File: config.mk
export PLATFORM = sky130hd
export DESIGN_NAME = abkf_mul
export DESIGN_NICKNAME = d
export VERILOG_FILES = /design/src/rtl/core/abkf_pkg.sv /design/src/rtl/core/abkf_mul.sv
export SDC_FILE = /design/constraint.sdc
export NUM_CORES = 2
export LEC_CHECK = 0
export BUFFER_PORTS_ARGS = -buffer_cell sky130_fd_sc_hd__buf_4
export CORE_MARGIN = 4
export CORE_UTILIZATION = 40
export CTS_CLUSTER_DIAMETER = 30
export DETAILED_ROUTE_END_ITERATION = 16
export SYNTH_ARGS = -nofsm -noshare
export SYNTH_HDL_FRONTEND = slang
export SYNTH_SLANG_ARGS = --single-unit
File: constraint.sdc
create_clock -name i_clk -period 18.3 [get_ports i_clk]
set_input_delay 3.66 -clock i_clk [delete_from_list [all_inputs] [get_ports i_clk]]
set_output_delay 3.66 -clock i_clk [all_outputs]
set_load 0.1 [all_outputs]
File: src/rtl/core/abkf_pkg.sv
package abkf_pkg;

    // Fixed-point formats
    localparam int COV_FRAC_BITS = 40;
    localparam int VAL_W         = 32;
    localparam int COV_W         = 48;
    localparam int CFG_W         = 47;
    localparam int MS_W          = 16;
    localparam int CFG_IDX_W     = 2;

    // Shared multiplier: operand magnitude width and digit slicing
    localparam int OP_W   = 50;
    localparam int DIG_W  = 16;
    localparam int DIG_N  = 4;
    localparam int RES_W  = 62;
    localparam int SUM_W  = 64;

    // Shared divider: dividend is a covariance magnitude with fraction bits appended
    localparam int DIV_NUM_W = COV_W + COV_FRAC_BITS;

    // Milliseconds to seconds
    localparam int MS_DIV = 1000;
    localparam int MS_RND = 500;

    // dt = ms * floor(2^40 / 1000) + (ms * (2^40 mod 1000) + 500) / 1000,
    // the last quotient taken by reciprocal multiply (exact for a 26-bit dividend)
    localparam int DT_WHOLE_W = 31;
    localparam logic [DT_WHOLE_W-1:0] DT_WHOLE =
        DT_WHOLE_W'((64'd1 << COV_FRAC_BITS) / MS_DIV);
    localparam int DT_EXTRA_W = 10;
    localparam logic [DT_EXTRA_W-1:0] DT_EXTRA =
        DT_EXTRA_W'((64'd1 << COV_FRAC_BITS) % MS_DIV);
    localparam int DT_Y_W    = 26;
    localparam int DT_RCP_SH = 36;
    localparam int DT_RCP_W  = 27;
    localparam logic [DT_RCP_W-1:0] DT_RCP =
        DT_RCP_W'(((64'd1 << DT_RCP_SH) + MS_DIV - 1) / MS_DIV);

    // Register reset values
    localparam logic [CFG_W-1:0] RST_ANGLE_Q = 47'd1099511628;
    localparam logic [CFG_W-1:0] RST_BIAS_Q  = 47'd3298534883;
    localparam logic [CFG_W-1:0] RST_MEAS_R  = 47'd549755813888;
    localparam logic [CFG_W-1:0] RST_OBS_C   = CFG_W'(64'd1 << COV_FRAC_BITS);

    localparam logic signed [COV_W-1:0] COV_ONE = COV_W'(64'sd1 <<< COV_FRAC_BITS);

    typedef enum logic [CFG_IDX_W-1:0] {
        CFG_ANGLE_Q = 2'd0,
        CFG_BIAS_Q  = 2'd1,
        CFG_MEAS_R  = 2'd2,
        CFG_OBS_C   = 2'd3
    } t_cfg_idx;

    typedef enum logic [4:0] {
        S_IDLE,
        S_DT,
        S_ANG,
        S_D00,
        S_D01,
        S_QB,
        S_PC0,
        S_PC1,
        S_E,
        S_K0,
        S_K1,
        S_K0E,
        S_K1E,
        S_K0P0,
        S_K0P1,
        S_K1P0,
        S_K1P1,
        S_DONE
    } t_state;

    typedef struct packed {
        logic                   start;
        logic signed [OP_W-1:0] a;
        logic signed [OP_W-1:0] b;
    } t_mul_req;

    typedef struct packed {
        logic                    done;
        logic signed [RES_W-1:0] res;
    } t_mul_rsp;

    typedef struct packed {
        logic                 start;
        logic [DIV_NUM_W-1:0] num;
        logic [COV_W-1:0]     den;
    } t_div_req;

    typedef struct packed {
        logic             done;
        logic             ovf;
        logic [COV_W-1:0] quo;
    } t_div_rsp;

    // Clamp a wide sum to the 32-bit value range
    function automatic logic signed [VAL_W-1:0] sat_val(input logic signed [SUM_W-1:0] v);
        logic [SUM_W-VAL_W:0] top;
        top = v[SUM_W-1:VAL_W-1];
        if (&top || ~|top) begin
            return v[VAL_W-1:0];
        end else if (v[SUM_W-1]) begin
            return {1'b1, {(VAL_W-1){1'b0}}};
        end else begin
            return {1'b0, {(VAL_W-1){1'b1}}};
        end
    endfunction

    // Clamp a wide sum to the 48-bit covariance range
    function automatic logic signed [COV_W-1:0] sat_cov(input logic signed [SUM_W-1:0] v);
        logic [SUM_W-COV_W:0] top;
        top = v[SUM_W-1:COV_W-1];
        if (&top || ~|top) begin
            return v[COV_W-1:0];
        end else if (v[SUM_W-1]) begin
            return {1'b1, {(COV_W-1){1'b0}}};
        end else begin
            return {1'b0, {(COV_W-1){1'b1}}};
        end
    endfunction

    // Magnitude of a covariance word; the most negative value maps to 2^47
    function automatic logic [COV_W-1:0] mag_cov(input logic signed [COV_W-1:0] v);
        return v[COV_W-1] ? COV_W'(-v) : COV_W'(v);
    endfunction

    // Signed gain from an unsigned quotient, clamped to the covariance range
    function automatic logic signed [COV_W-1:0] gain(input logic [COV_W-1:0] quo,
                                                     input logic ovf,
                                                     input logic neg,
                                                     input logic zero_den);
        logic sat;
        sat = ovf | quo[COV_W-1];
        if (zero_den) begin
            return '0;
        end else if (neg) begin
            return sat ? {1'b1, {(COV_W-1){1'b0}}} : -$signed(quo);
        end else begin
            return sat ? {1'b0, {(COV_W-1){1'b1}}} : $signed(quo);
        end
    endfunction

endpackage

File: src/rtl/core/abkf_mul.sv
module abkf_mul (
    input  logic                i_clk,
    input  logic                i_rst_n,
    input  abkf_pkg::t_mul_req  i_req,
    output abkf_pkg::t_mul_rsp  o_rsp
);
    import abkf_pkg::*;

    localparam int ACC_W = OP_W + DIG_N * DIG_W;
    localparam int PP_W  = OP_W + DIG_W;
    localparam int CNT_W = $clog2(DIG_N);

    logic [OP_W-1:0]          r_mag_a;
    logic [DIG_N*DIG_W-1:0]   r_mag_b;
    logic                     r_neg;
    logic [ACC_W-1:0]         r_acc;
    logic [CNT_W-1:0]         r_cnt;
    logic                     r_busy;
    logic                     r_fin;
    logic                     r_done;
    logic signed [RES_W-1:0]  r_res;

    logic [PP_W-1:0]  pp;
    logic [ACC_W-1:0] rnd;
    logic [RES_W-1:0] mag;

    // One 16-bit digit of b per cycle, accumulated with a right shift
    assign pp  = PP_W'(r_mag_a) * PP_W'(r_mag_b[DIG_W-1:0]);
    // Round to nearest, ties away from zero, on the magnitude
    assign rnd = r_acc + (ACC_W'(1) << (COV_FRAC_BITS - 1));
    assign mag = rnd[COV_FRAC_BITS +: RES_W];

    // Control
    always_ff @(posedge i_clk) begin
        if (!i_rst_n) begin
            r_busy <= 1'b0;
            r_fin  <= 1'b0;
            r_done <= 1'b0;
            r_cnt  <= '0;
        end else begin
            r_done <= 1'b0;
            if (i_req.start) begin
                r_busy <= 1'b1;
                r_cnt  <= '0;
            end else if (r_busy) begin
                r_cnt <= r_cnt + 1'b1;
                if (r_cnt == CNT_W'(DIG_N - 1)) begin
                    r_busy <= 1'b0;
                    r_fin  <= 1'b1;
                end
            end else if (r_fin) begin
                r_fin  <= 1'b0;
                r_done <= 1'b1;
            end
        end
    end

    // Datapath
    always_ff @(posedge i_clk) begin
        if (i_req.start) begin
            r_mag_a <= i_req.a[OP_W-1] ? OP_W'(-i_req.a) : OP_W'(i_req.a);
            r_mag_b <= (DIG_N*DIG_W)'(i_req.b[OP_W-1] ? OP_W'(-i_req.b) : OP_W'(i_req.b));
            r_neg   <= i_req.a[OP_W-1] ^ i_req.b[OP_W-1];
            r_acc   <= '0;
        end else if (r_busy) begin
            r_acc   <= (r_acc >> DIG_W) + (ACC_W'(pp) << (ACC_W - PP_W));
            r_mag_b <= r_mag_b >> DIG_W;
        end else if (r_fin) begin
            r_res <= r_neg ? -$signed(mag) : $signed(mag);
        end
    end

    assign o_rsp.done = r_done;
    assign o_rsp.res  = r_res;

endmodule

==> reports/results.ini <==
[worst_setup_path]
critPathMostFrequentCell = sky130_fd_sc_hd__fa_1
timing.critical_path.arrival_ps = 11490
worstSetupStartpointType = flip-flop
endpoint_kind = flip-flop
timing.critical_path.required_ps = 18830
critical_path.max_fanout = 30
crit_type = reg2reg
critical_path.max_stage_delay_ps = 670
worst_path_max_delay_cell = sky130_fd_sc_hd__o311ai_0

[clock_network]
cts_tree = done
number_of_levels_in_the_clock_h_tree = 3
clk_root_buffer_cell = sky130_fd_sc_hd__clkbuf_16
path_clk_slew_ps = 40
cts_inserted_buffers = 66
clkSinkCount = 243
cts.repair.resized = 0
cts.path.max_buffers = 3
post-cts-setup-buffers = 0
worstSkewPairLatency_ps = 640
post_cts_hold_buffer_count = 0

[sta]
drv_slew = 0
fmax_ghz = 0.0912
final.period_utilization = 0.599
period_needed_ps = 10960
setup_viol = 0
worst_slew_slack_as_a_fraction_of_its_limit = 0.118
worst_slew_pin_tran_ps = 1320
final.setup_skew_ps = 46.5
rsz0062_at_grt = no
finalHoldViolations = 0
setup_total_negative_slack_ps = 0

[grt]
grt_pass1_vias = 35100
largest_net_degree_at_the_start_of_global_routing = 89
layer_carrying_the_most_global_route_usage = met2
met3_usage = 0.0356
grt_antenna_before_repair = 2
global_route.usage.total = 0.229
groute.layer.met1.usage = 0.317
global_route.overflow_total = 0
grt_pass1_wl_mm = 201
globalRouteMet2Util = 0.382

[run_status]
result_of_the_run = complete, no violations

[detailed_routing]
drcViolationCount = 0
route.detailed.vias_per_inst = 5.43
post_route_antenna_net_violation_count = 0
drtPass1Iterations = 6
detailroute.via_count = 34300
avgRoutedWirePerCell_um = 20.1
dr.first_iter.drc_count = 2297
routed_wl_mm = 127

[synthesis]
asyncSetResetFlopFracSynth = 0
syn_nets = 5846
flip_flop_and_latch_count_after_synthesis = 243
yosys.cell_types.count = 78
edff_count_synth = 163
syn-instance-count = 4878
mappedNetlistArea_sq_mm = 0.0421
synth_seq_area_share = 0.154
synth_flop_cell = sky130_fd_sc_hd__edfxtp_1
postSynthAreaPerCell_sq_um = 8.64
yosysWarningCount = 0

[floorplanning]
die_extent_in_y_um = 333
die_width_um = 333
design.core.area_sq_mm = 0.104
die-area_sq_mm = 0.111
num_io_pins = 166
floorplan.initialDensity = 0.405
std_cell_rows = 118

[hold_path]
timing.hold.worst.class = reg2reg

[finish]
final_layout_size_suffix_gt1_frac = 0.0730
num_antenna_cells = 0
signed_area_change_from_the_synthesized_netlist_to_the_final_layout_pct = 10.8
fillers = 10300
final_nets = 5845

[placed_design]
gpl.final_weighted_congestion = 0.916
detailed_place_hpwl_mm = 98.2
place.port_buffers = 165

[flow_run]
max_cap_viol_count = 0

-- worst max-delay path, delay by kind of cell, from the launching register on --
| kind | cells | cell delay [ps] |
|---|---|---|
| AO/OA/AOI/OAI | 10 | 2420 |
| XOR/XNOR | 1 | 210 |
| adder cells (fa/ha/maj) | 8 | 4070 |
| buffers and inverters | 5 | 870 |
| flip-flops | 1 | 320 |
| AND/OR/NAND/NOR | 10 | 2950 |
-- state kept, by name, summed over array words and instances (netlist names) --
register and count:
r_acc 75, r_busy 1, r_cnt 2, r_done 1, r_fin 1, r_mag_a 50
r_mag_b 50, r_neg 1, r_res 62
-- worst paths after layout --
kind                                 start          to  slack (ps)  depth (start not counted)
worst min register to register  r_acc[110]  r_acc[110]         480                          2
worst max register to register  r_mag_b[9]  r_acc[112]        7340                         34
worst min-delay path            r_acc[110]  r_acc[110]         480                          2
worst max-delay path            r_mag_b[9]  r_acc[112]        7340                         34
-- metal layers --
metal / up-vias / routed length [um]
met5: - / 0
met4: 0 / 2750
met2: 1102 / 61000
met3: 188 / 8280
met1: 17300 / 54900
li1: 15700 / -
-- cell type report --
type | count | area (sq um) | area share
clock buffer | 77 | 1730 | 0.0371
clock inverter | 44 | 597 | 0.0128
inverter | 749 | 2810 | 0.0602
multi-input combinational | 3612 | 31800 | 0.681
sequential | 243 | 6500 | 0.139
tap | 1380 | 1730 | 0.0370
timing repair buffer | 205 | 1540 | 0.0330
-- through the flow --
stage | utilization | instances | area, sq um | hold WS, ps | setup WS (ps)
2_1_floorplan | - | 4878 | 42100 | 432 | 8940
3_3_place_gp | 0.426 | 6189 | 44400 | 469 | 7670
3_5_place_dp | 0.426 | 6189 | 44400 | 479 | 7510
4_1_cts | 0.449 | 6310 | 46700 | 487 | 7480
5_1_grt | 0.449 | 6310 | 46700 | 502 | 6630
6_report | 0.449 | 6310 | 46700 | 479 | 7340
-- logic make-up after synthesis --
family | synth area share
adder cells (fa/ha/maj) | 0.376
buffers and inverters | 0.0914
AND/OR/NAND/NOR | 0.190
multiplexers | 0.0141
AO/OA/AOI/OAI | 0.105
XOR/XNOR | 0.0694
flip-flops | 0.154
-- layout by cell type, fill, tap and decap left out, types with 23 or more instances in the layout --
cell type and instances:
sky130_fd_sc_hd__mux2i_1 55, sky130_fd_sc_hd__or2_2 23, sky130_fd_sc_hd__o21ai_0 143, sky130_fd_sc_hd__o21bai_1 27
sky130_fd_sc_hd__nand2_1 755, sky130_fd_sc_hd__or4_1 31, sky130_fd_sc_hd__a211oi_1 26, sky130_fd_sc_hd__nor2_1 229
sky130_fd_sc_hd__inv_1 748, sky130_fd_sc_hd__dfxtp_1 79, sky130_fd_sc_hd__a21o_1 54, sky130_fd_sc_hd__clkbuf_16 66
sky130_fd_sc_hd__nand4_1 59, sky130_fd_sc_hd__a21oi_1 212, sky130_fd_sc_hd__or3_1 26, sky130_fd_sc_hd__buf_4 204
sky130_fd_sc_hd__xnor2_1 202, sky130_fd_sc_hd__edfxtp_1 163, sky130_fd_sc_hd__and2_1 272, sky130_fd_sc_hd__o31ai_1 43
sky130_fd_sc_hd__xor2_1 132, sky130_fd_sc_hd__fa_1 671, sky130_fd_sc_hd__and3_1 31, sky130_fd_sc_hd__ha_1 194
sky130_fd_sc_hd__nand3_1 74, sky130_fd_sc_hd__nor3_1 60, sky130_fd_sc_hd__a31oi_1 24
-- cell usage after synthesis, drive strengths merged, types with 10 or more instances --
cell type	number	area, sq um
a211oi	26	195
a21boi	10	75.1
a21o	54	405
a21oi	212	1060
a31oi	24	150
and2	273	1710
and3	31	194
buf	19	83.8
clkbuf	255	957
dfxtp	80	1600
edfxtp	163	4890
fa	671	13400
ha	194	2430
inv	749	2810
mux2i	55	551
nand2	755	2830
nand2b	21	131
nand3	75	380
nand4	59	369
nor2	229	860
nor2b	15	93.8
nor3	60	300
nor3b	13	97.6
nor4	18	128
o211ai	17	128
o21a	20	150
o21ai	143	716
o21bai	27	203
o31ai	43	323
o41ai	22	208
or2	24	150
or3	28	185
or4	35	278
xnor2	202	1770
xor2	132	1160
Power is not shown: default switching activity piles up to over one toggle a cycle in this logic, so the estimate is an artifact.
