`config.mk`:
```
export PLATFORM = sky130hd
export DESIGN_NAME = abkf_div
export DESIGN_NICKNAME = d
export VERILOG_FILES = /design/src/rtl/core/abkf_pkg.sv /design/src/rtl/core/abkf_div.sv
export SDC_FILE = /design/constraint.sdc
export NUM_CORES = 1
export LEC_CHECK = 0
export ABC_CLOCK_PERIOD_IN_PS = 9700
export BUFFER_PORTS_ARGS = -buffer_cell sky130_fd_sc_hd__buf_4
export CAP_MARGIN = 25
export CORE_MARGIN = 3
export CORE_UTILIZATION = 42
export DETAILED_ROUTE_END_ITERATION = 16
export GPL_TIMING_DRIVEN = 0
export PLACE_DENSITY = 0.64
export SYNTH_ARGS = -nofsm -noshare
export SYNTH_HDL_FRONTEND = slang
export SYNTH_SLANG_ARGS = --single-unit
```
`constraint.sdc`:
```
create_clock -name i_clk -period 9.7 [get_ports i_clk]
set_input_delay 0.485 -clock i_clk [delete_from_list [all_inputs] [get_ports i_clk]]
set_output_delay 0.485 -clock i_clk [all_outputs]
set_load 0.01 [all_outputs]
```
`src/rtl/core/abkf_pkg.sv`:
```
package abkf_pkg;

    // Fixed-point formats
    localparam int COV_FRAC_BITS = 40;
    localparam int VAL_W         = 32;
    localparam int COV_W         = 48;
    localparam int CFG_W         = 47;
    localparam int MS_W          = 16;
    localparam int CFG_IDX_W     = 2;

    // Shared multiplier: operand magnitude width and digit slicing
    localparam int OP_W   = 50;
    localparam int DIG_W  = 16;
    localparam int DIG_N  = 4;
    localparam int RES_W  = 62;
    localparam int SUM_W  = 64;

    // Shared divider: dividend is a covariance magnitude with fraction bits appended
    localparam int DIV_NUM_W = COV_W + COV_FRAC_BITS;

    // Milliseconds to seconds
    localparam int MS_DIV = 1000;
    localparam int MS_RND = 500;

    // dt = ms * floor(2^40 / 1000) + (ms * (2^40 mod 1000) + 500) / 1000,
    // the last quotient taken by reciprocal multiply (exact for a 26-bit dividend)
    localparam int DT_WHOLE_W = 31;
    localparam logic [DT_WHOLE_W-1:0] DT_WHOLE =
        DT_WHOLE_W'((64'd1 << COV_FRAC_BITS) / MS_DIV);
    localparam int DT_EXTRA_W = 10;
    localparam logic [DT_EXTRA_W-1:0] DT_EXTRA =
        DT_EXTRA_W'((64'd1 << COV_FRAC_BITS) % MS_DIV);
    localparam int DT_Y_W    = 26;
    localparam int DT_RCP_SH = 36;
    localparam int DT_RCP_W  = 27;
    localparam logic [DT_RCP_W-1:0] DT_RCP =
        DT_RCP_W'(((64'd1 << DT_RCP_SH) + MS_DIV - 1) / MS_DIV);

    // Register reset values
    localparam logic [CFG_W-1:0] RST_ANGLE_Q = 47'd1099511628;
    localparam logic [CFG_W-1:0] RST_BIAS_Q  = 47'd3298534883;
    localparam logic [CFG_W-1:0] RST_MEAS_R  = 47'd549755813888;
    localparam logic [CFG_W-1:0] RST_OBS_C   = CFG_W'(64'd1 << COV_FRAC_BITS);

    localparam logic signed [COV_W-1:0] COV_ONE = COV_W'(64'sd1 <<< COV_FRAC_BITS);

    typedef enum logic [CFG_IDX_W-1:0] {
        CFG_ANGLE_Q = 2'd0,
        CFG_BIAS_Q  = 2'd1,
        CFG_MEAS_R  = 2'd2,
        CFG_OBS_C   = 2'd3
    } t_cfg_idx;

    typedef enum logic [4:0] {
        S_IDLE,
        S_DT,
        S_ANG,
        S_D00,
        S_D01,
        S_QB,
        S_PC0,
        S_PC1,
        S_E,
        S_K0,
        S_K1,
        S_K0E,
        S_K1E,
        S_K0P0,
        S_K0P1,
        S_K1P0,
        S_K1P1,
        S_DONE
    } t_state;

    typedef struct packed {
        logic                   start;
        logic signed [OP_W-1:0] a;
        logic signed [OP_W-1:0] b;
    } t_mul_req;

    typedef struct packed {
        logic                    done;
        logic signed [RES_W-1:0] res;
    } t_mul_rsp;

    typedef struct packed {
        logic                 start;
        logic [DIV_NUM_W-1:0] num;
        logic [COV_W-1:0]     den;
    } t_div_req;

    typedef struct packed {
        logic             done;
        logic             ovf;
        logic [COV_W-1:0] quo;
    } t_div_rsp;

    // Clamp a wide sum to the 32-bit value range
    function automatic logic signed [VAL_W-1:0] sat_val(input logic signed [SUM_W-1:0] v);
        logic [SUM_W-VAL_W:0] top;
        top = v[SUM_W-1:VAL_W-1];
        if (&top || ~|top) begin
            return v[VAL_W-1:0];
        end else if (v[SUM_W-1]) begin
            return {1'b1, {(VAL_W-1){1'b0}}};
        end else begin
            return {1'b0, {(VAL_W-1){1'b1}}};
        end
    endfunction

    // Clamp a wide sum to the 48-bit covariance range
    function automatic logic signed [COV_W-1:0] sat_cov(input logic signed [SUM_W-1:0] v);
        logic [SUM_W-COV_W:0] top;
        top = v[SUM_W-1:COV_W-1];
        if (&top || ~|top) begin
            return v[COV_W-1:0];
        end else if (v[SUM_W-1]) begin
            return {1'b1, {(COV_W-1){1'b0}}};
        end else begin
            return {1'b0, {(COV_W-1){1'b1}}};
        end
    endfunction

    // Magnitude of a covariance word; the most negative value maps to 2^47
    function automatic logic [COV_W-1:0] mag_cov(input logic signed [COV_W-1:0] v);
        return v[COV_W-1] ? COV_W'(-v) : COV_W'(v);
    endfunction

    // Signed gain from an unsigned quotient, clamped to the covariance range
    function automatic logic signed [COV_W-1:0] gain(input logic [COV_W-1:0] quo,
                                                     input logic ovf,
                                                     input logic neg,
                                                     input logic zero_den);
        logic sat;
        sat = ovf | quo[COV_W-1];
        if (zero_den) begin
            return '0;
        end else if (neg) begin
            return sat ? {1'b1, {(COV_W-1){1'b0}}} : -$signed(quo);
        end else begin
            return sat ? {1'b0, {(COV_W-1){1'b1}}} : $signed(quo);
        end
    endfunction

endpackage

```
`src/rtl/core/abkf_div.sv`:
```
module abkf_div (
    input  logic                i_clk,
    input  logic                i_rst_n,
    input  abkf_pkg::t_div_req  i_req,
    output abkf_pkg::t_div_rsp  o_rsp
);
    import abkf_pkg::*;

    localparam int HI_W  = DIV_NUM_W - COV_W;
    localparam int CNT_W = $clog2(COV_W);

    logic [COV_W-1:0] r_rem;
    logic [COV_W-1:0] r_low;
    logic [COV_W-1:0] r_quo;
    logic [COV_W-1:0] r_den;
    logic [CNT_W-1:0] r_cnt;
    logic             r_busy;
    logic             r_done;
    logic             r_ovf;

    logic [COV_W-1:0] num_hi;
    logic [COV_W:0]   trial;
    logic             qbit;

    // Quotient of 2^48 or more shows up before the loop
    assign num_hi = COV_W'(i_req.num[DIV_NUM_W-1 -: HI_W]);
    // Restoring step: one quotient bit per cycle
    assign trial  = {r_rem, r_low[COV_W-1]};
    assign qbit   = trial >= {1'b0, r_den};

    always_ff @(posedge i_clk) begin
        if (!i_rst_n) begin
            r_busy <= 1'b0;
            r_done <= 1'b0;
            r_cnt  <= '0;
        end else begin
            r_done <= 1'b0;
            if (i_req.start) begin
                r_busy <= 1'b1;
                r_cnt  <= '0;
            end else if (r_busy) begin
                r_cnt <= r_cnt + 1'b1;
                if (r_cnt == CNT_W'(COV_W - 1)) begin
                    r_busy <= 1'b0;
                    r_done <= 1'b1;
                end
            end
        end
    end

    always_ff @(posedge i_clk) begin
        if (i_req.start) begin
            r_ovf <= num_hi >= i_req.den;
            r_rem <= (num_hi >= i_req.den) ? '0 : num_hi;
            r_low <= i_req.num[COV_W-1:0];
            r_den <= i_req.den;
            r_quo <= '0;
        end else if (r_busy) begin
            r_rem <= qbit ? COV_W'(trial - {1'b0, r_den}) : COV_W'(trial);
            r_low <= r_low << 1;
            r_quo <= {r_quo[COV_W-2:0], qbit};
        end
    end

    assign o_rsp.done = r_done;
    assign o_rsp.ovf  = r_ovf;
    assign o_rsp.quo  = r_quo;

endmodule

```
==> metrics, run 1 <==
CTS root buf=clkbuf_16; Syn Inst Count=1,175; largest net degree at the start of global routing=59; Final period util=0.355; Avg Inst Size Synth=10.2 sq um; Die Footprint=30,600 sq um; remaining routing DRC violations=0; final hold violations=0; share of cells above drive strength 1=0.227; slowest cell delay on critical path=0.41 ns; Longest Clk Path Bufs=3; worst-path cell chain=ha_1, buf_2, a21oi_1, o21ai_0, a21oi_1, o211ai_1, o31ai_2, o21ai_4, clkbuf_1, o21ai_0, mux2i_1; initial antenna violation count=2; Core Box Area=27,900 sq um; Initial Utilization=0.429; Layout fillers=2,599; Clk pwr share=0.259; Power, Total=3.38 mW; critical path type=flip-flop to flip-flop; area grow syn2layout=22.5%; critical path depth in cells=11; Clock Latency Late Sink=0.54 ns; CTS Buf Count=24; Max H-tree Level=1; Primary FF master, synth=edfxtp_1; ANT nets after route=0; Sw Share=0.363; Worst slew margin=0.444; Pwr per Cell Area=230 nW/um^2; Multi-input gate area=5880 sq um; CP required=9.97 ns; crit path max fanout=10; Logic pwr share=0.404; Int Pwr=2.15 mW; RSZ-0062 raised after global routing=false; Post-CTS Resized=0; outcome=complete, no violations; vias in the first global route=9,687; gr ovfl total=0; Yosys reg bits=201; HP Class=input pin to flip-flop; asr flop ratio synth=0; Hold Path Stages=1; count of pins over their slew limit=0; die width=175 um; Vias=9,480; Max Cap Violations=0; CP max-delay cell=o31ai_2; crit path DAT=3.71 ns; Total Routed Length=32.2 mm; GPL Wtd Cong=0.866; Worst Tran Pin Value=0.825 ns; Final HPWL DP=24.8 mm; FF/Latch Area=5480 sq um; Seq pwr share=0.337; Hold-fix buffers, CTS=0; cell area after synthesis=12,000 sq um; I/O Pins=189; nets=1,619; R2R depth=11; Setup crit end kind=flip-flop; family with the most delay on the worst path=compound AO/OA/AOI/OAI gates; maximum clock rate=291 MHz; Post-synth EDFFs=145; WL/cell=18.1 um; Peak VDD IR=138 uV; sequential element share of the synthesized area=0.457; Synth warnings=0; Total GRT Usage=0.209; net switching power=1.23 mW; DRT Pass-1 Iters=5; post-layout minimum cycle time=3.44 ns; Leakage Power=6.39 nW; die height=175 um; CP startpoint kind=flip-flop; Clock Pin Slew Worst Setup and Hold Paths=0.06 ns; Crit path buffers/inverters=2; port bufs=188; initial DRC count=551; Yosys cell types=77; # rows=61; Mapped Nets=1,404; first-pass GRT wire length=51.9 mm; Num Clock Sinks=201; Via density=5.31; setup TNS=0 ns; CTS tree=done; # setup viols final=0; final setup skew=0.0117 ns; Post-CTS Setup Bufs=0
## Yosys cell counts (all sizes together) (3+ instances only)
cell / count / share of area
a32oi: 3 / 0.0022
nor3: 9 / 0.0042
nor2: 98 / 0.031
buf: 30 / 0.013
edfxtp: 145 / 0.36
nand4: 23 / 0.013
a221o: 5 / 0.0042
nor4: 6 / 0.0037
o21a: 11 / 0.0069
a21o: 22 / 0.014
ha: 89 / 0.093
mux2: 47 / 0.044
a21oi: 72 / 0.031
o21ai: 86 / 0.037
and2: 7 / 0.0037
clkbuf: 25 / 0.0080
mux2i: 67 / 0.056
a31oi: 6 / 0.0044
a22o: 3 / 0.0022
xnor2: 25 / 0.018
a211oi: 11 / 0.0069
nor2b: 6 / 0.0031
nand2b: 9 / 0.0047
dfxtp: 56 / 0.094
o211ai: 6 / 0.0038
and3: 6 / 0.0031
nand2: 82 / 0.026
o22ai: 4 / 0.0021
inv: 104 / 0.033
a21boi: 4 / 0.0025
o21bai: 8 / 0.0050
o2bb2ai: 5 / 0.0037
nand3: 40 / 0.017
xor2: 22 / 0.016
## final cells by class
type,count,area share
Clock buffer,37,0.0493
Buffer,55,0.0170
Inverter,104,0.0266
Timing Repair Buffer,189,0.0980
Clock inverter,6,0.00358
Antenna cell,1,0.000170
Tap cell,378,0.0322
Multi-Input combinational cell,815,0.400
Sequential cell,201,0.373
## state kept, by name, summed over array words and instances (netlist names)
signal and count:
r_busy 1, r_low 48, r_quo 48, r_rem 48, r_den 48, r_cnt 6, r_ovf 1, r_done 1
## worst paths after layout
check / start / end / slack, ns
min: i_req[10] / r_den[10]$_DFFE_PP_ / 0.13
min reg2reg: r_cnt[5]$_SDFFE_PP0P_ / r_cnt[5]$_SDFFE_PP0P_ / 0.50
max: r_rem[15]$_DFFE_PP_ / r_rem[23]$_DFFE_PP_ / 6.26
max reg2reg: r_rem[15]$_DFFE_PP_ / r_rem[23]$_DFFE_PP_ / 6.26
## cells in the final DEF (no fill, tap or decap), types with 6 or more instances in the layout
cell type    n
nand2_1     80
nand2b_1     9
o21a_1      11
nor2b_1      6
dfxtp_1     56
xor2_1      22
nand4_1     22
o211ai_1     6
buf_2       18
inv_1      103
nor2_1      96
and2_1       7
edfxtp_1   145
a21o_1      22
ha_1        89
o21bai_1     8
nor3_1       8
mux2i_1     67
a211oi_1    11
clkbuf_16   26
buf_4      193
o21ai_0     81
and3_1       6
mux2_2      47
nand3_1     39
xnor2_1     25
buf_1        7
a21oi_1     70
clkbuf_1    30
## kinds of logic (layout without fill, tap and decap cells)
| kind of cell | after synthesis | in the layout | share of synthesized area |
|---|---|---|---|
| AOI/OAI and AO/OA | 270 | 270 | 0.146 |
| xor gates and xnor gates | 47 | 47 | 0.0343 |
| adders and majority gates | 90 | 90 | 0.0946 |
| buffers and inverters | 159 | 391 | 0.0535 |
| DFF | 201 | 201 | 0.457 |
| muxes | 114 | 114 | 0.100 |
| other | 0 | 1 | 0 |
| and+or+nand+nor | 294 | 294 | 0.115 |
## routing by layer
metal,vias up,routed length [um],global-route usage
met5,-,13,0
met4,2,943,0.0615
met3,55,2370,0.0563
met2,205,15000,0.345
met1,4527,13900,0.271
li1,4691,-,-
## stage by stage
step | hold slack [ns] | worst slack, ns | utilization | cells | area (sq um)
CTS | 0.105 | 6.27 | 0.525 | 1785 | 14700
global placement | 0.469 | 4.10 | 0.496 | 1741 | 13900
finish | 0.129 | 6.26 | 0.526 | 1786 | 14700
floorplan | 0.458 | 6.06 | - | 1175 | 12000
detailed placement | 0.492 | 5.74 | 0.498 | 1742 | 13900
global route | 0.107 | 5.97 | 0.526 | 1786 | 14700
## power groups by stage
stage	sequential, mW	clock (mW)	combinational, mW
after floorplan	1.14	0	1.01
after CTS	1.14	0.900	1.36
after global placement	1.15	0	1.34
after detailed placement	1.15	0	1.35
final	1.14	0.875	1.37
after global routing	1.15	0.936	1.54
Power figures use the tool's default switching activity.
==> run 2: changes to the inputs <==
ABC_CLOCK_PERIOD_IN_PS = 3600   (was 9700)
clock period = 3.6 ns   (was 9.7 ns; I/O delays follow)
==> run 2 against run 1 <==
Combinational power grew to 2.8 times the previous value. Clock skew rose by 0.0046 ns. Routed wire length is 7.4% higher. Largest cell class unchanged. Non-clock buffer count is 129 higher.
==> metrics, run 2 (synthesized netlist as in run 1, its figures left out) <==
Core Box Area=27,900 sq um (unchanged); area grow syn2layout=33.3%; Multi-input gate area=5900 sq um (+0.49%); Initial Utilization=0.429 (unchanged); initial antenna violation count=1 (-1); Post-Layout Cell Count=1,911 (+7.0%); Worst slew margin=0.463 (+0.0185); largest net degree at the start of global routing=59 (unchanged); Worst Tran Pin Value=0.806 ns (-0.0187 ns); CP startpoint kind=input pin; Pwr per Cell Area=576 nW/um^2 (+150%); Total GRT Usage=0.224 (+0.0142); busiest grt layer=met2; Die Footprint=30,600 sq um (unchanged); Clock Pin Slew Worst Setup and Hold Paths=0.06 ns (about the same); # rows=61 (unchanged); placed insts=1,742 (unchanged); Via density=5.27 (-0.74%); Peak VDD IR=335 uV (+140%); port bufs=188 (unchanged); Clock Latency Late Sink=0.55 ns (about the same); nets=1,748 (+8.0%); Vias=10,100 (+6.2%); RSZ-0062 raised after global routing=false; CP required=3.98 ns (-5.99 ns); met1 Usage GRT=0.291 (+0.0199); crit path max fanout=10 (unchanged); share of cells above drive strength 1=0.213 (-0.0133); WL/cell=18.1 um (+0.40%); Place WS=-0.0631 ns (-5.80 ns); outcome=complete, no violations; die height=175 um (unchanged); CTS root buf=clkbuf_16; crit path DAT=3.76 ns (+0.05 ns); Layout fillers=2,500 (-3.8%); post-layout minimum cycle time=3.38 ns; first-pass GRT wire length=55.4 mm (+6.6%); count of pins over their slew limit=0 (unchanged); I/O Pins=189 (unchanged); CTS tree=done; maximum clock rate=296 MHz; critical path type=input pin to flip-flop; Total Routed Length=34.6 mm (+7.4%); Setup crit end kind=flip-flop; Final period util=0.939; final setup skew=0.0163 ns (+0.00459 ns); Leakage Power=6.94 nW (+8.6%); Max Cap Violations=0 (unchanged); vias in the first global route=10,300 (+6.8%); R2R depth=10 (-1); final hold violations=0 (unchanged); most frequent cells in the layout=193 x buf_4, 145 x edfxtp_1, 129 x dlygate4sd3_1; Hold Path Stages=3 (+2); die width=175 um (unchanged); FF/Latch Area=5480 sq um (unchanged); # setup viols final=0 (unchanged); Max H-tree Level=1 (unchanged); Longest Clk Path Bufs=3 (unchanged); initial DRC count=677 (+23%); commonest non-fill, non-tap cell in the layout=buf_4; DRT Pass-1 Iters=7 (+2); HP Class=input pin to flip-flop; remaining routing DRC violations=0 (unchanged); setup slack after layout=0.221 ns (-6.04 ns); GPL Wtd Cong=0.865 (about the same); CTS Buf Count=24 (unchanged); Final HPWL DP=24.7 mm (-0.33%); ANT nets after route=0 (unchanged); M2 GR Usage=0.371 (+0.0259); met3 usage=0.0452 (-0.0111); Finished Core Util=0.572 (+0.0463); gr ovfl total=0 (unchanged); Num Clock Sinks=201 (unchanged)
## run 2: cell type report
type | instances | share of cell area
tap | 378 | 0.0296
clock inverter | 7 | 0.00399
multi-input combinational | 815 | 0.370
timing repair buffer | 318 | 0.171
antenna | 1 | 0.000157
sequential | 201 | 0.343
buffer | 55 | 0.0158
inverter | 104 | 0.0244
clock buffer | 32 | 0.0428
## run 2: path summary, 6_finish.rpt
kind,start,endpoint,slack (ns)
setup / recovery,i_req[23],r_rem[14]$_DFFE_PP_,0.22
hold / removal,i_req[125],r_rem[29]$_DFFE_PP_,0.03
setup reg to reg,r_rem[28]$_DFFE_PP_,r_rem[25]$_DFFE_PP_,0.24
hold reg to reg,r_cnt[5]$_SDFFE_PP0P_,r_cnt[5]$_SDFFE_PP0P_,0.51
## run 2: routing by layer
layer / up-vias / part of all wire
li1: 4942 / -
met1: 4763 / 0.43
met2: 294 / 0.48
met3: 69 / 0.058
met4: 0 / 0.035
met5: - / 0
## run 2: power breakdown
part / internal [mW] / switching (mW)
combinational: 1.60 / 2.21
clock: 1.33 / 0.988
sequential: 2.91 / 0.160
## run 2: stage by stage
stage	hold WS [ns]	power (mW)	setup TNS, ns	instance area [sq um]
after floorplan	0.279	5.78	0	12000
after detailed placement	0.368	6.74	-0.0795	13900
after CTS	0.00187	9.21	0	15900
after global routing	0.0316	9.81	0	16000
final	0.0326	9.20	0	16000
after global placement	0.369	6.72	-31.01	13900
## run 2: critical path, cell delays in order
cell and delay [ns]:
dlygate4sd3_1 0.53, buf_4 0.11, inv_1 0.03, ha_1 0.33, a211oi_1 0.23, o21ai_0 0.12, a21oi_1 0.20, o22ai_1 0.15
nor4_1 0.48, o41ai_4 0.25, a41oi_4 0.45, clkbuf_1 0.43, nand3_1 0.14, o21ai_0 0.11
## run 2: timing repair
item                       4_1_cts  5_1_grt
hold buffers                   129        0
setup buffers                    0        0
setup endpoints to repair        0       16
hold endpoints to repair       129        0
gates resized for setup          0        8
==> run 3: changes to the inputs <==
CORE_UTILIZATION = 55   (was 42)
PLACE_DENSITY = 0.8   (was 0.64)
==> run 3 against run 2 <==
Combinational power rose by 2%. Non-clock buffer count fell by 1. Critical path depth did not move. Sequential cell count did not move. Final cell count fell by 5.3%. Final area fell by 0.40%. Clock power rose by 8.6%. Largest power group unchanged. First-iteration DRC count rose by 3.4%. Highest routed layer unchanged.
==> metrics, run 3 (synthesized netlist as in run 1, its figures left out) <==
HP Class=input pin to flip-flop; critical path type=input pin to flip-flop; CP startpoint kind=input pin; final hold violations=0 (unchanged); Final Instance Area=15,900 sq um (-0.40%); Layout fillers=1,439 (-42%); Clock Latency Late Sink=0.53 ns (-0.02 ns); r2r endpoint=r_rem[38]$_DFFE_PP_; gr ovfl total=0 (unchanged); initial DRC count=700 (+3.4%); CTS Buf Count=23 (-4.2%); Core Box Area=21,200 sq um (-24%); first-pass GRT wire length=56.5 mm (+2.1%); Initial Utilization=0.565 (+0.136); CP required=3.95 ns (-0.03 ns); commonest non-fill, non-tap cell in the layout=buf_4; setup TNS=0 ns (unchanged); reg2reg setup slack=0.22 ns (-0.02 ns); crit path DAT=3.75 ns (about the same); Worst slew margin=0.470 (+0.00680); WHS=0.0191 ns (-0.0135 ns); Leakage Power=6.97 nW (+0.46%); die width=154 um (-12%); Place WS=-0.0185 ns (+0.0446 ns); post-layout minimum cycle time=3.40 ns (+0.0212 ns); CTS root buf=clkbuf_16; vias in the first global route=10,900 (+5.6%); share of cells above drive strength 1=0.216 (+0.00233); maximum clock rate=294 MHz (-0.62%); Clock Pin Slew Worst Setup and Hold Paths=0.06 ns (about the same); Reg2Reg Launch Point=r_low[47]$_DFFE_PP_; final setup skew=0.00755 ns (-0.00871 ns); nets=1,746 (-0.11%); # rows=53 (-13%); Via density=5.82 (+10%); count of pins over their slew limit=0 (unchanged); ANT nets after route=0 (unchanged); CTS tree=done; R2R depth=12 (+2); crit path max fanout=10 (unchanged); outcome=complete, no violations; Finished Core Util=0.750 (+0.178); die height=154 um (-12%); initial antenna violation count=1 (unchanged); Longest Clk Path Bufs=3 (unchanged); Hold Startpoint=i_req[131]; Hold Path Stages=3 (unchanged); Num Clock Sinks=201 (unchanged); Vias=10,500 (+4.6%); Final HPWL DP=23.5 mm (-4.8%); DRT Pass-1 Iters=5 (-2); Max H-tree Level=1 (unchanged); largest net degree at the start of global routing=55 (-6.8%); most frequent cells in the layout=193 x buf_4, 145 x edfxtp_1, 128 x dlygate4sd3_1; I/O Pins=189 (unchanged); DP Area=13,800 sq um (-0.93%); port bufs=188 (unchanged); Hold Path End=r_rem[35]$_DFFE_PP_; area grow syn2layout=32.8%; Total Routed Length=35.9 mm (+3.6%); setup slack after layout=0.200 ns (-0.0212 ns); remaining routing DRC violations=0 (unchanged); GPL Wtd Cong=0.936 (+8.2%); WL/cell=19.8 um (+9.3%); Total GRT Usage=0.296 (+0.0726); Peak VDD IR=540 uV (+61%); RSZ-0062 raised after global routing=false; Pwr per Cell Area=595 nW/um^2 (+3.4%); Final period util=0.944 (+0.00589); Worst Tran Pin Value=0.796 ns (-0.0102 ns); Max Cap Violations=0 (unchanged); Setup crit end kind=flip-flop; Die Footprint=23,600 sq um (-23%); # setup viols final=0 (unchanged)
[run 3: metal layers]
metal  wire length (um)  global-route usage  vias to the layer above
met5                  0                   0                        -
met4               1740               0.123                        0
met3               2500              0.0588                      115
met2              17800               0.519                      448
met1              13800               0.357                     5020
li1                   -                   -                     4944
[run 3: worst max-delay path by stage]
stage | from | end | cells past startpoint
after floorplan | r_low[47]$_DFFE_PP_ | r_rem[38]$_DFFE_PP_ | 12
after global placement | i_req[136] | r_low[33]$_DFFE_PP_ | 4
after detailed placement | i_req[19] | r_rem[39]$_DFFE_PP_ | 11
after CTS | i_req[30] | r_rem[39]$_DFFE_PP_ | 12
after global routing | r_rem[15]$_DFFE_PP_ | r_rem[37]$_DFFE_PP_ | 11
final | i_req[23] | r_rem[13]$_DFFE_PP_ | 14
[run 3: what timing repair did]
item,in CTS,in global routing
setup endpoints to repair,0,25
gates resized for setup,0,13
buffers inserted,0,0
hold buffers,128,0
endpoints found under the hold margin,128,0
[run 3: metrics by stage]
step	power [mW]	instances
finish	9.47	1810
global route	10.0	1810
CTS	9.38	1809
detailed placement	6.75	1639
global placement	6.68	1638
floorplan	5.78	1175
[run 3: layout make-up]
| cell class | count | area [sq um] | share of cell area |
|---|---|---|---|
| diodes | 1 | 2.50 | 0.000157 |
| flip-flops and latches | 201 | 5480 | 0.344 |
| clock buffers | 27 | 643 | 0.0404 |
| multi-input cells | 815 | 5910 | 0.371 |
| inverters | 104 | 390 | 0.0245 |
| well taps | 275 | 344 | 0.0216 |
| plain buffers | 55 | 255 | 0.0160 |
| clock inverters | 15 | 170 | 0.0107 |
| repair buffers | 317 | 2720 | 0.171 |
[run 3: critical path: stages]
cell	delay (ns)
dlygate4sd3_1	0.52
buf_4	0.12
inv_1	0.04
ha_1	0.33
a211oi_1	0.24
o21ai_0	0.12
a21oi_1	0.30
o22ai_1	0.20
nor4_2	0.41
o41ai_4	0.23
a41oi_4	0.42
clkbuf_2	0.34
nand3_1	0.15
o21ai_0	0.15
[run 3: power breakdown]
part | internal (mW) | switching (mW)
Combinational | 1.60 | 2.27
Sequential | 2.91 | 0.167
Clock | 1.51 | 1.01
